==> src/design/iss_pkg.sv <==
// Shared types and constants for the indexed sequence store.
package iss_pkg;

    localparam int CAPACITY_DEF = 64;
    localparam int VALUE_W      = 32;
    localparam int INDEX_W      = 6;

    typedef enum logic [1:0] {
        MODE_PUSH_FRONT = 2'd0,
        MODE_PUSH_BACK  = 2'd1,
        MODE_DELETE     = 2'd2,
        MODE_NONE       = 2'd3
    } iss_mode_t;

    typedef enum logic [1:0] {
        ST_IDLE,
        ST_SHIFT,
        ST_LIST
    } iss_state_t;

    typedef struct packed {
        iss_mode_t                   mode;
        logic signed [VALUE_W-1:0]   item_value;
        logic        [INDEX_W-1:0]   position;
    } iss_req_t;

    typedef struct packed {
        logic signed [VALUE_W-1:0]   entry_value;
        logic        [INDEX_W-1:0]   entry_index;
        logic                        last_entry;
        logic                        list_empty;
        logic                        push_dropped;
    } iss_rsp_t;

endpackage

==> src/design/indexed_sequence_store_core.sv <==
// Top level of the indexed sequence store: request decode, shift and listing control.
//
//  channel | handshake            | payload        | beats per request
//  req     | req_valid/req_stall  | iss_req_t      | 1
//  rsp     | rsp_valid/rsp_stall  | iss_rsp_t      | max(1, entries held)
//
// Entries sit in a circular buffer (head pointer plus count) in one memory.
// Pushes write the memory in the accept cycle; a delete moves each later entry down one place,
// one entry per cycle through the memory ports, then waits for the last write to land.
// Listing reads one entry per cycle while rsp is not stalled.
// Reset clears head, count and control; memory contents stay undefined.
// A stalled rsp beat holds its read data; the next request is taken once the last beat leaves.
module indexed_sequence_store_core
    import iss_pkg::*;
#(
    parameter int CAPACITY = CAPACITY_DEF
) (
    input  logic     clk,
    input  logic     rst_n,
    input  logic     req_valid,
    output logic     req_stall,
    input  iss_req_t req,
    output logic     rsp_valid,
    input  logic     rsp_stall,
    output iss_rsp_t rsp
);

    localparam int AW = (CAPACITY > 1) ? $clog2(CAPACITY) : 1;
    localparam int CW = $clog2(CAPACITY + 1);
    localparam int SW = CW + 1;

    // logical position to memory address, wrapping once
    function automatic logic [AW-1:0] phys(input logic [AW-1:0] h, input logic [CW-1:0] k);
        logic [SW-1:0] s;
        s = SW'(h) + SW'(k);
        if (s >= SW'(CAPACITY))
        begin
            s = s - SW'(CAPACITY);
        end
        return AW'(s);
    endfunction

    iss_state_t           state_reg, state_next;
    logic [AW-1:0]        head_reg, head_next;
    logic [CW-1:0]        count_reg, count_next;
    logic [CW-1:0]        idx_reg, idx_next;
    logic                 wr_vld_reg, wr_vld_next;
    logic [AW-1:0]        wr_addr_reg, wr_addr_next;
    logic                 dropped_reg, dropped_next;
    logic                 rsp_valid_reg, rsp_valid_next;
    logic [INDEX_W-1:0]   index_reg, index_next;
    logic                 last_reg, last_next;
    logic                 empty_reg, empty_next;

    logic                 req_fire;
    logic                 advance;
    logic                 is_push;
    logic                 full;
    logic                 pos_ok;
    logic                 do_rd;
    logic                 list_go;
    logic                 list_last;
    logic                 shift_done;
    logic [AW-1:0]        head_m1;

    logic                 mem_wr_en;
    logic [AW-1:0]        mem_wr_addr;
    logic [VALUE_W-1:0]   mem_wr_data;
    logic                 mem_rd_en;
    logic [AW-1:0]        mem_rd_addr;
    logic [VALUE_W-1:0]   mem_rd_data;

    assign advance    = !rsp_valid_reg || !rsp_stall;
    assign req_stall  = !((state_reg == ST_IDLE) && advance);
    assign req_fire   = req_valid && !req_stall;
    assign is_push    = (req.mode == MODE_PUSH_FRONT) || (req.mode == MODE_PUSH_BACK);
    assign full       = 7'(count_reg) >= 7'(CAPACITY);
    assign pos_ok     = 7'(req.position) < 7'(count_reg);
    assign head_m1    = (head_reg == '0) ? AW'(CAPACITY - 1) : head_reg - AW'(1);
    assign do_rd      = (state_reg == ST_SHIFT) && (idx_reg <= count_reg);
    assign shift_done = (state_reg == ST_SHIFT) && !do_rd && !wr_vld_reg;
    assign list_go    = (state_reg == ST_LIST) && advance;
    assign list_last  = (count_reg == '0) || (idx_reg == count_reg - CW'(1));

    // next state
    always_comb
    begin
        state_next = state_reg;
        unique case (state_reg)
            ST_IDLE:
            begin
                if (req_fire)
                begin
                    state_next = (req.mode == MODE_DELETE && pos_ok) ? ST_SHIFT : ST_LIST;
                end
            end
            ST_SHIFT:
            begin
                if (shift_done)
                begin
                    state_next = ST_LIST;
                end
            end
            ST_LIST:
            begin
                if (list_go && list_last)
                begin
                    state_next = ST_IDLE;
                end
            end
            default:
            begin
                state_next = ST_IDLE;
            end
        endcase
    end

    // datapath and memory control
    always_comb
    begin
        head_next      = head_reg;
        count_next     = count_reg;
        idx_next       = idx_reg;
        wr_vld_next    = 1'b0;
        wr_addr_next   = wr_addr_reg;
        dropped_next   = dropped_reg;
        rsp_valid_next = advance ? 1'b0 : rsp_valid_reg;
        index_next     = index_reg;
        last_next      = last_reg;
        empty_next     = empty_reg;
        mem_wr_en      = 1'b0;
        mem_wr_addr    = wr_addr_reg;
        mem_wr_data    = mem_rd_data;
        mem_rd_en      = 1'b0;
        mem_rd_addr    = phys(head_reg, idx_reg);

        unique case (state_reg)
            ST_IDLE:
            begin
                if (req_fire)
                begin
                    dropped_next = is_push && full;
                    idx_next     = '0;
                    mem_wr_data  = req.item_value;
                    case (req.mode)
                        MODE_PUSH_FRONT:
                        begin
                            if (!full)
                            begin
                                head_next   = head_m1;
                                count_next  = count_reg + CW'(1);
                                mem_wr_en   = 1'b1;
                                mem_wr_addr = head_m1;
                            end
                        end
                        MODE_PUSH_BACK:
                        begin
                            if (!full)
                            begin
                                count_next  = count_reg + CW'(1);
                                mem_wr_en   = 1'b1;
                                mem_wr_addr = phys(head_reg, count_reg);
                            end
                        end
                        MODE_DELETE:
                        begin
                            if (pos_ok)
                            begin
                                count_next = count_reg - CW'(1);
                                idx_next   = CW'(req.position) + CW'(1);
                            end
                        end
                        default:
                        begin
                        end
                    endcase
                end
            end
            ST_SHIFT:
            begin
                // read entry idx, write it one place down next cycle
                mem_wr_en = wr_vld_reg;
                if (do_rd)
                begin
                    mem_rd_en    = 1'b1;
                    idx_next     = idx_reg + CW'(1);
                    wr_vld_next  = 1'b1;
                    wr_addr_next = phys(head_reg, idx_reg - CW'(1));
                end
                if (shift_done)
                begin
                    idx_next = '0;
                end
            end
            ST_LIST:
            begin
                if (list_go)
                begin
                    mem_rd_en      = (count_reg != '0);
                    idx_next       = idx_reg + CW'(1);
                    rsp_valid_next = 1'b1;
                    index_next     = INDEX_W'(idx_reg);
                    last_next      = list_last;
                    empty_next     = (count_reg == '0);
                end
            end
            default:
            begin
            end
        endcase
    end

    always_ff @(posedge clk or negedge rst_n)
    begin
        if (!rst_n)
        begin
            state_reg     <= ST_IDLE;
            head_reg      <= '0;
            count_reg     <= '0;
            idx_reg       <= '0;
            wr_vld_reg    <= 1'b0;
            rsp_valid_reg <= 1'b0;
        end
        else
        begin
            state_reg     <= state_next;
            head_reg      <= head_next;
            count_reg     <= count_next;
            idx_reg       <= idx_next;
            wr_vld_reg    <= wr_vld_next;
            rsp_valid_reg <= rsp_valid_next;
        end
    end

    always_ff @(posedge clk)
    begin
        wr_addr_reg <= wr_addr_next;
        dropped_reg <= dropped_next;
        index_reg   <= index_next;
        last_reg    <= last_next;
        empty_reg   <= empty_next;
    end

    iss_store #(
        .DEPTH (CAPACITY),
        .AW    (AW),
        .DW    (VALUE_W)
    ) u_store (
        .clk     (clk),
        .wr_en   (mem_wr_en),
        .wr_addr (mem_wr_addr),
        .wr_data (mem_wr_data),
        .rd_en   (mem_rd_en),
        .rd_addr (mem_rd_addr),
        .rd_data (mem_rd_data)
    );

    assign rsp_valid         = rsp_valid_reg;
    assign rsp.entry_value   = empty_reg ? '0 : mem_rd_data;
    assign rsp.entry_index   = index_reg;
    assign rsp.last_entry    = last_reg;
    assign rsp.list_empty    = empty_reg;
    assign rsp.push_dropped  = dropped_reg;

`ifndef SYNTHESIS
    a_count_bound: assert property (@(posedge clk) disable iff (!rst_n)
        7'(count_reg) <= 7'(CAPACITY))
        else $error("entry count above capacity");

    a_empty_is_last: assert property (@(posedge clk) disable iff (!rst_n)
        rsp_valid_reg && empty_reg |-> last_reg)
        else $error("empty beat not marked last");

    a_index_in_range: assert property (@(posedge clk) disable iff (!rst_n)
        rsp_valid_reg && !empty_reg |-> 7'(index_reg) < 7'(count_reg))
        else $error("listed index beyond entry count");

    a_shift_no_clash: assert property (@(posedge clk) disable iff (!rst_n)
        mem_wr_en && mem_rd_en |-> mem_wr_addr != mem_rd_addr)
        else $error("read and write hit the same entry");

    a_accept_leaves_idle: assert property (@(posedge clk) disable iff (!rst_n)
        req_fire |=> state_reg != ST_IDLE && !rsp_valid_reg)
        else $error("request accepted without starting work");
`endif

endmodule

==> src/design/iss_store.sv <==
// Entry memory: one write port, one read port with registered read data.
module iss_store #(
    parameter int DEPTH = 64,
    parameter int AW    = 6,
    parameter int DW    = 32
) (
    input  logic          clk,
    input  logic          wr_en,
    input  logic [AW-1:0] wr_addr,
    input  logic [DW-1:0] wr_data,
    input  logic          rd_en,
    input  logic [AW-1:0] rd_addr,
    output logic [DW-1:0] rd_data
);

    logic [DW-1:0] mem [DEPTH];
    logic [DW-1:0] rd_data_reg;

    always_ff @(posedge clk)
    begin
        if (wr_en)
        begin
            mem[wr_addr] <= wr_data;
        end
        // read data holds while not enabled
        if (rd_en)
        begin
            rd_data_reg <= mem[rd_addr];
        end
    end

    assign rd_data = rd_data_reg;

endmodule

==> config.mk <==
export PLATFORM = sky130hd
export DESIGN_NAME = indexed_sequence_store_core
export DESIGN_NICKNAME = d
export VERILOG_FILES = /design/src/design/iss_pkg.sv /design/src/design/indexed_sequence_store_core.sv /design/src/design/iss_store.sv
export SDC_FILE = /design/constraint.sdc
export NUM_CORES = 2
export LEC_CHECK = 0
export BUFFER_PORTS_ARGS = -buffer_cell sky130_fd_sc_hd__buf_2
export CAP_MARGIN = 20
export CORE_UTILIZATION = 40
export DETAILED_ROUTE_END_ITERATION = 6
export PLACE_DENSITY = 0.67
export SLEW_MARGIN = 20
export SYNTH_ARGS = -nofsm -noshare
export SYNTH_HDL_FRONTEND = slang
export SYNTH_HIERARCHICAL = 1
export SYNTH_SLANG_ARGS = --single-unit
==> constraint.sdc <==
create_clock -name clk -period 9.4 [get_ports clk]
set_input_delay 1.41 -clock clk [delete_from_list [all_inputs] [get_ports clk]]
set_output_delay 1.41 -clock clk [all_outputs]
set_load 0.03 [all_outputs]
# Yosys cells after proc, flatten, opt, wreduce, memory -nomap -nowiden

Memory sizes are Yosys's and may differ from the RTL's. A register that Yosys moved wholly into a read port is not among the register bits.
Index checks and enable logic that the tools add are counted.

Flip-flop bits (word level): 39
RAM bits: 2,048
Memories kept: 1

Memories:

| name        | words | bits a word | rd ports | clocked after memory_dff | write ports | RTL line        | RTL |
|---|---|---|---|---|---|---|---|
| u_store.mem | 64    | 32          | 1        | 1                        | 1           | iss_store.sv:16 | `logic [DW-1:0] mem [DEPTH];` |

$lt $le $gt $ge: 6
Add/subtract/negate cells: 12
Eq/ne operators: 12
Bitwise logic cells: 1
Multiplexer cells: 40
Reduce and logical (&&, ||, !) cells: 32

Operators by type and width:

| cell                | count |
|---|---|
| $mux 32             | 3 |
| $mux 7              | 8 |
| $mux 6              | 8 |
| $add 6x7->8         | 3 |
| $ge 8x7->1 const B  | 3 |
| $sub 6x1->6 const B | 4 |
| $pmux 7 s3          | 1 |
| $add 7x1->7 const B | 2 |
| $pmux 7 s2          | 1 |
| $sub 7x1->7 const B | 2 |
| $pmux 6 s2          | 1 |
| $mux 1              | 11 |
| $ne 2x2->1 const B  | 5 |
| $logic_and 1x1->1   | 9 |
| $mux 2              | 4 |
| $reduce_and 4->1    | 2 |
| $add 6x1->7 const B | 1 |
| $eq 7x7->1          | 1 |
| $ge 7x7->1 const B  | 1 |
| $le 7x7->1          | 1 |
| $logic_not 7->1     | 1 |
| $lt 6x7->1          | 1 |
| $reduce_bool 7->1   | 1 |
| $logic_not 6->1     | 1 |
| other kinds (16)    | 28 |

# Longest topological paths before layout

Depth after elaboration: 8
Gate-level depth with buffers: 13
Mapped depth without buffers: 12

# By module

Netlist, hierarchy kept.

Modules (own cells, without submodules):

| module                      | times used | seq. area each (sq um) | area each (sq um) | cells each |
|---|---|---|---|---|
| iss_store                   | 1          | 62,459.9               | 78,835.6          | 3,324 |
| indexed_sequence_store_core | 1          | 1,051.0                | 3,865.0           | 507 |

# Worst setup path after synthesis

No wires, ideal clock.

Path type: input to register
From: in rsp_stall
To: mem u_store.mem[49][0] (enable)
Required time: 8.939 ns
Stages on the path: 11
Setup slack: 3.500 ns
Setup time: 0.461 ns
Arrival time: 5.439 ns
Path through: nand2_1 nand3_2 or3_2 clkbuf_1 nor2_1 buf_2 o221ai_1 nand3_1 clkbuf_1 nand4_1 nor3_1

RTL lines:

| what               | RTL line                           | RTL |
|---|---|---|
| start: declaration | indexed_sequence_store_core.sv:24  | `input logic rsp_stall,` |
| $logic_not 1->1    | indexed_sequence_store_core.sv:73  | `assign advance = !rsp_valid_reg \|\| !rsp_stall;` |
| $logic_or 1x1->1   | indexed_sequence_store_core.sv:73  |  |
| $logic_and 1x1->1  | indexed_sequence_store_core.sv:74  | `assign req_stall = !((state_reg == ST_IDLE) && advance);` |
| $logic_and 1x1->1  | indexed_sequence_store_core.sv:75  | `assign req_fire = req_valid && !req_stall;` |
| $mux 6             | indexed_sequence_store_core.sv:140 | `if (req_fire)` |
| $mux 6             | indexed_sequence_store_core.sv:137 | `unique case (state_reg)` |
| via mem_wr_addr[5] | indexed_sequence_store_core.sv:67  | `logic [AW-1:0] mem_wr_addr;` |
| end: declaration   | iss_store.sv:16                    |  |

The timed path passes the listed nets, and every way through them passes these cells.

# Final worst setup path

From: in rsp_stall
To: mem u_store.mem[59][30] (enable)

Same word-level chain as after synthesis.

==> results.sh <==
export IMPL_pre_cts_ws_ns=3.07
export IMPL_met1_usage_pct=27.4
export IMPL_cts_resized=0
export IMPL_cap_violations=0
export IMPL_ys_flop_type="edfxtp_1"
export IMPL_yosysSeqAreaShare_pct=76.8
export IMPL_cts_setup_buffers=0
export IMPL_finalHoldViolCount=0
export IMPL_relSlewSlack_pct=20.7
export IMPL_path_max_fanout=36
export IMPL_fin_crit_ns=5.55
export IMPL_dp_hpwl_um=120000
export IMPL_die_h_um=457
export IMPL_grt_use_total_pct=19.7
export IMPL_r2r_slack_ns=4.01
export IMPL_status="finished with violations"
export IMPL_clk_pin_slew_worst_paths_ns=0.06
export IMPL_violations="DRC"
export IMPL_synth_area_per_cell_um2=21.6
export IMPL_root_buffer="clkbuf_16"
export IMPL_gp_congestion=0.855
export IMPL_yosys_area_top_type_share_pct=76.1
export IMPL_ant_nets=0
export IMPL_cts_buffers=202
export IMPL_setup_ws_ns=3.85
export IMPL_drc=2
export IMPL_min_from="state_reg[1]$_DFFE_PN0P_"
export IMPL_die_area_mm2=0.209
export IMPL_first_global_vias=39653
export IMPL_firstDrtPassIters=7
export IMPL_regToRegEndpoint="u_store/mem[59][30]$_DFFE_PP_"
export IMPL_worstSetupEndpointType="register"
export IMPL_wirelength_um=207000
export IMPL_h_tree_depth=4
export IMPL_die_w_um=457
export IMPL_core_mm2=0.205
export IMPL_required_ns=9.85
export IMPL_globalRouteOverflowTotal=0
export IMPL_ys_ff_latch=2119
export IMPL_grt_busiest_layer="met2"
export IMPL_num_vias=40382
export IMPL_fp_row_count=166
export IMPL_yosysTopAreaCell="edfxtp_1"
export IMPL_worstPathArrival_ns=6.00
export IMPL_synthMuxAreaShare_pct=16.0
export IMPL_synth_top_family_by_area="multiplexers"
export IMPL_synth_compound_area_share_pct=2.21
export IMPL_worst_pin_slew_ns=1.18
export IMPL_use_met2_pct=31.1
export IMPL_antenna_found_initial=10
export IMPL_synthTopCellsByArea="edfxtp_1 76%, mux4_2 15%, mux2i_1 1.1%"
export IMPL_port_buffers=86
export IMPL_ys_types=62
export IMPL_synth_simple_area_share_pct=2.59
export IMPL_cts_tree="done"
export IMPL_netlist_instances=3831
export IMPL_wl_per_cell_um=30.1
export IMPL_routed_via_density=5.87
export IMPL_grt_first_pass_wirelength_um=294000
export IMPL_yosys_area_share_xor_xnor_pct=0.434
export IMPL_cts_sinks=2119
export IMPL_clock_path_buffers=3
export IMPL_drive_gt1_share_pct=27.3
export IMPL_grt_use_met3_pct=3.83
export IMPL_hp_class="register to register"
export IMPL_hold_depth=1
export IMPL_max_freq_mhz=180
export IMPL_cp_start_kind="input port"
export IMPL_synthArstFlopShare_pct=1.13
export IMPL_post_route_period_util_pct=59.1
export IMPL_synth_fa_ha_area_share_pct=0.648
export IMPL_ios=87
export IMPL_yosysWarnings=6
export IMPL_ff2ff_path_depth=10
export IMPL_crit_type="input port to register"
export IMPL_start_util_pct=40.3
export IMPL_setup_viol=0
export IMPL_maxSlewViolCount=0
export IMPL_synth_fp_nets=3916
export IMPL_final_setup_tns_ns=0
export IMPL_syn2layout_area_growth_pct=13.5
export IMPL_grt_max_degree=116
export IMPL_whs_endpoint="state_reg[1]$_DFFE_PN0P_"
export IMPL_drt_iter0_drc=5121
export IMPL_rsz0062_at_grt="no"
export IMPL_insertion_delay_ns=0.84
export IMPL_clock_skew_ns=0.0440
export IMPL_syn_area_mm2=0.0827
export IMPL_synth_edff_count=2095
export IMPL_r2r_start="state_reg[0]$_DFFE_PN0P_"
export IMPL_largest_reg_flops=2048
export IMPL_nets=4103
export IMPL_ctsHoldBuffers=0
[synth_stat cells, types with 3 or more instances]
cell type and number:
edfxtp_1 2095, mux4_2 544, nand2_1 159, nor2_1 158, mux2i_1 94, a21oi_1 91, o22ai_1 87, clkbuf_1 86
buf_2 65, nor2b_1 51, ha_1 38, inv_1 30, buf_4 29, o221ai_1 28, xnor2_1 28, buf_1 24
dfrtp_1 24, nand3_1 22, o21ai_0 14, a22oi_1 13, nor3_1 13, xor2_1 13, nand2b_1 11, nand4_1 10
a311oi_1 8, or3_1 8, a21o_1 7, a31oi_1 6, and3_1 6, nand3b_1 6, buf_6 5, o32ai_1 5
a41o_1 4, and2_1 4, o21a_1 4, or2_2 4, or3b_2 4, a221oi_1 3, fa_1 3, o21bai_1 3
[layer usage]
| layer | wire (um) | vias up |
|---|---|---|
| met5 | 22 | - |
| met4 | 6670 | 4 |
| met3 | 19300 | 293 |
| met2 | 99900 | 2006 |
| met1 | 80800 | 21693 |
| li1 | - | 16386 |
[worst max path at each step]
| stage | startpoint | to | slack (ns) | depth (start not counted) |
|---|---|---|---|---|
| 2_1_floorplan | rsp_stall | u_store/mem[49][0]$_DFFE_PP_ | 3.50 | 11 |
| 3_3_place_gp | rsp_stall | u_store/mem[45][26]$_DFFE_PP_ | 3.19 | 10 |
| 3_5_place_dp | rsp_stall | u_store/mem[46][28]$_DFFE_PP_ | 3.07 | 10 |
| 4_1_cts | rsp_stall | u_store/mem[46][26]$_DFFE_PP_ | 3.89 | 10 |
| 5_1_grt | rsp_stall | u_store/mem[60][31]$_DFFE_PP_ | 3.72 | 10 |
| 6_report | rsp_stall | u_store/mem[59][30]$_DFFE_PP_ | 3.85 | 10 |
[critical path: stages]
cell,delay (ns)
buf_2,0.11
nand2_1,0.18
nand3_2,0.09
buf_4,0.29
or3_2,0.66
nor2_1,0.53
o221ai_1,0.25
nand3_1,0.54
nand3_1,0.75
nor2_4,1.12
[cells in the final DEF (no fill, tap or decap), types with 7 or more instances in the layout]
cell        instances
edfxtp_1         2095
mux4_2            544
clkbuf_16         204
nand2_1           127
nor2_1             96
mux2i_1            94
a21oi_1            91
o22ai_1            87
buf_2              86
buf_4              76
nor2_4             62
nor2b_1            50
clkinv_1           46
clkbuf_1           42
clkinv_2           40
ha_1               38
inv_1              28
o221ai_1           28
xnor2_1            24
dfrtp_1            24
buf_12             24
nand3_1            22
nand2_4            21
bufinv_16          15
xor2_1             13
o21ai_0            13
a22oi_1            13
nand2_2            11
nor3_1             11
nand4_1            10
nand2b_1           10
or3_1               8
a21o_1              7
clkinvlp_4          7
a311oi_1            7
[cell type report]
| cell class | count | area [um^2] |
|---|---|---|
| Clock buffer | 246 | 5260 |
| Sequential cell | 2119 | 63500 |
| Inverter | 31 | 131 |
| Antenna cell | 3 | 7.51 |
| Tap cell | 2688 | 3360 |
| Multi-Input combinational cell | 1472 | 18800 |
| Fill cell | 16518 | 111000 |
| Timing Repair Buffer | 192 | 1650 |
| Clock inverter | 128 | 1220 |
[stage by stage]
step,hold WS [ns],utilization (%),cells,area [um^2]
final,0.547,45.8,6879,93900
after global routing,0.587,45.8,6878,93900
after CTS,0.542,45.6,6856,93500
after detailed placement,0.535,42.4,6482,87000
after global placement,0.519,42.4,6478,86900
after floorplan,0.471,-,3831,82700
[kinds of logic after synthesis]
kind of cell             count (synthesis)
AO/OA/AOI/OAI                          283
XOR/XNOR                                41
adder cells (fa/ha/maj)                 41
buffers and inverters                  240
flip-flops                            2119
multiplexers                           638
AND/OR/NAND/NOR                        469
Power is left out: the tool's default activity adds up to more than one toggle a clock period on the data nets, which glitch-free logic cannot reach.
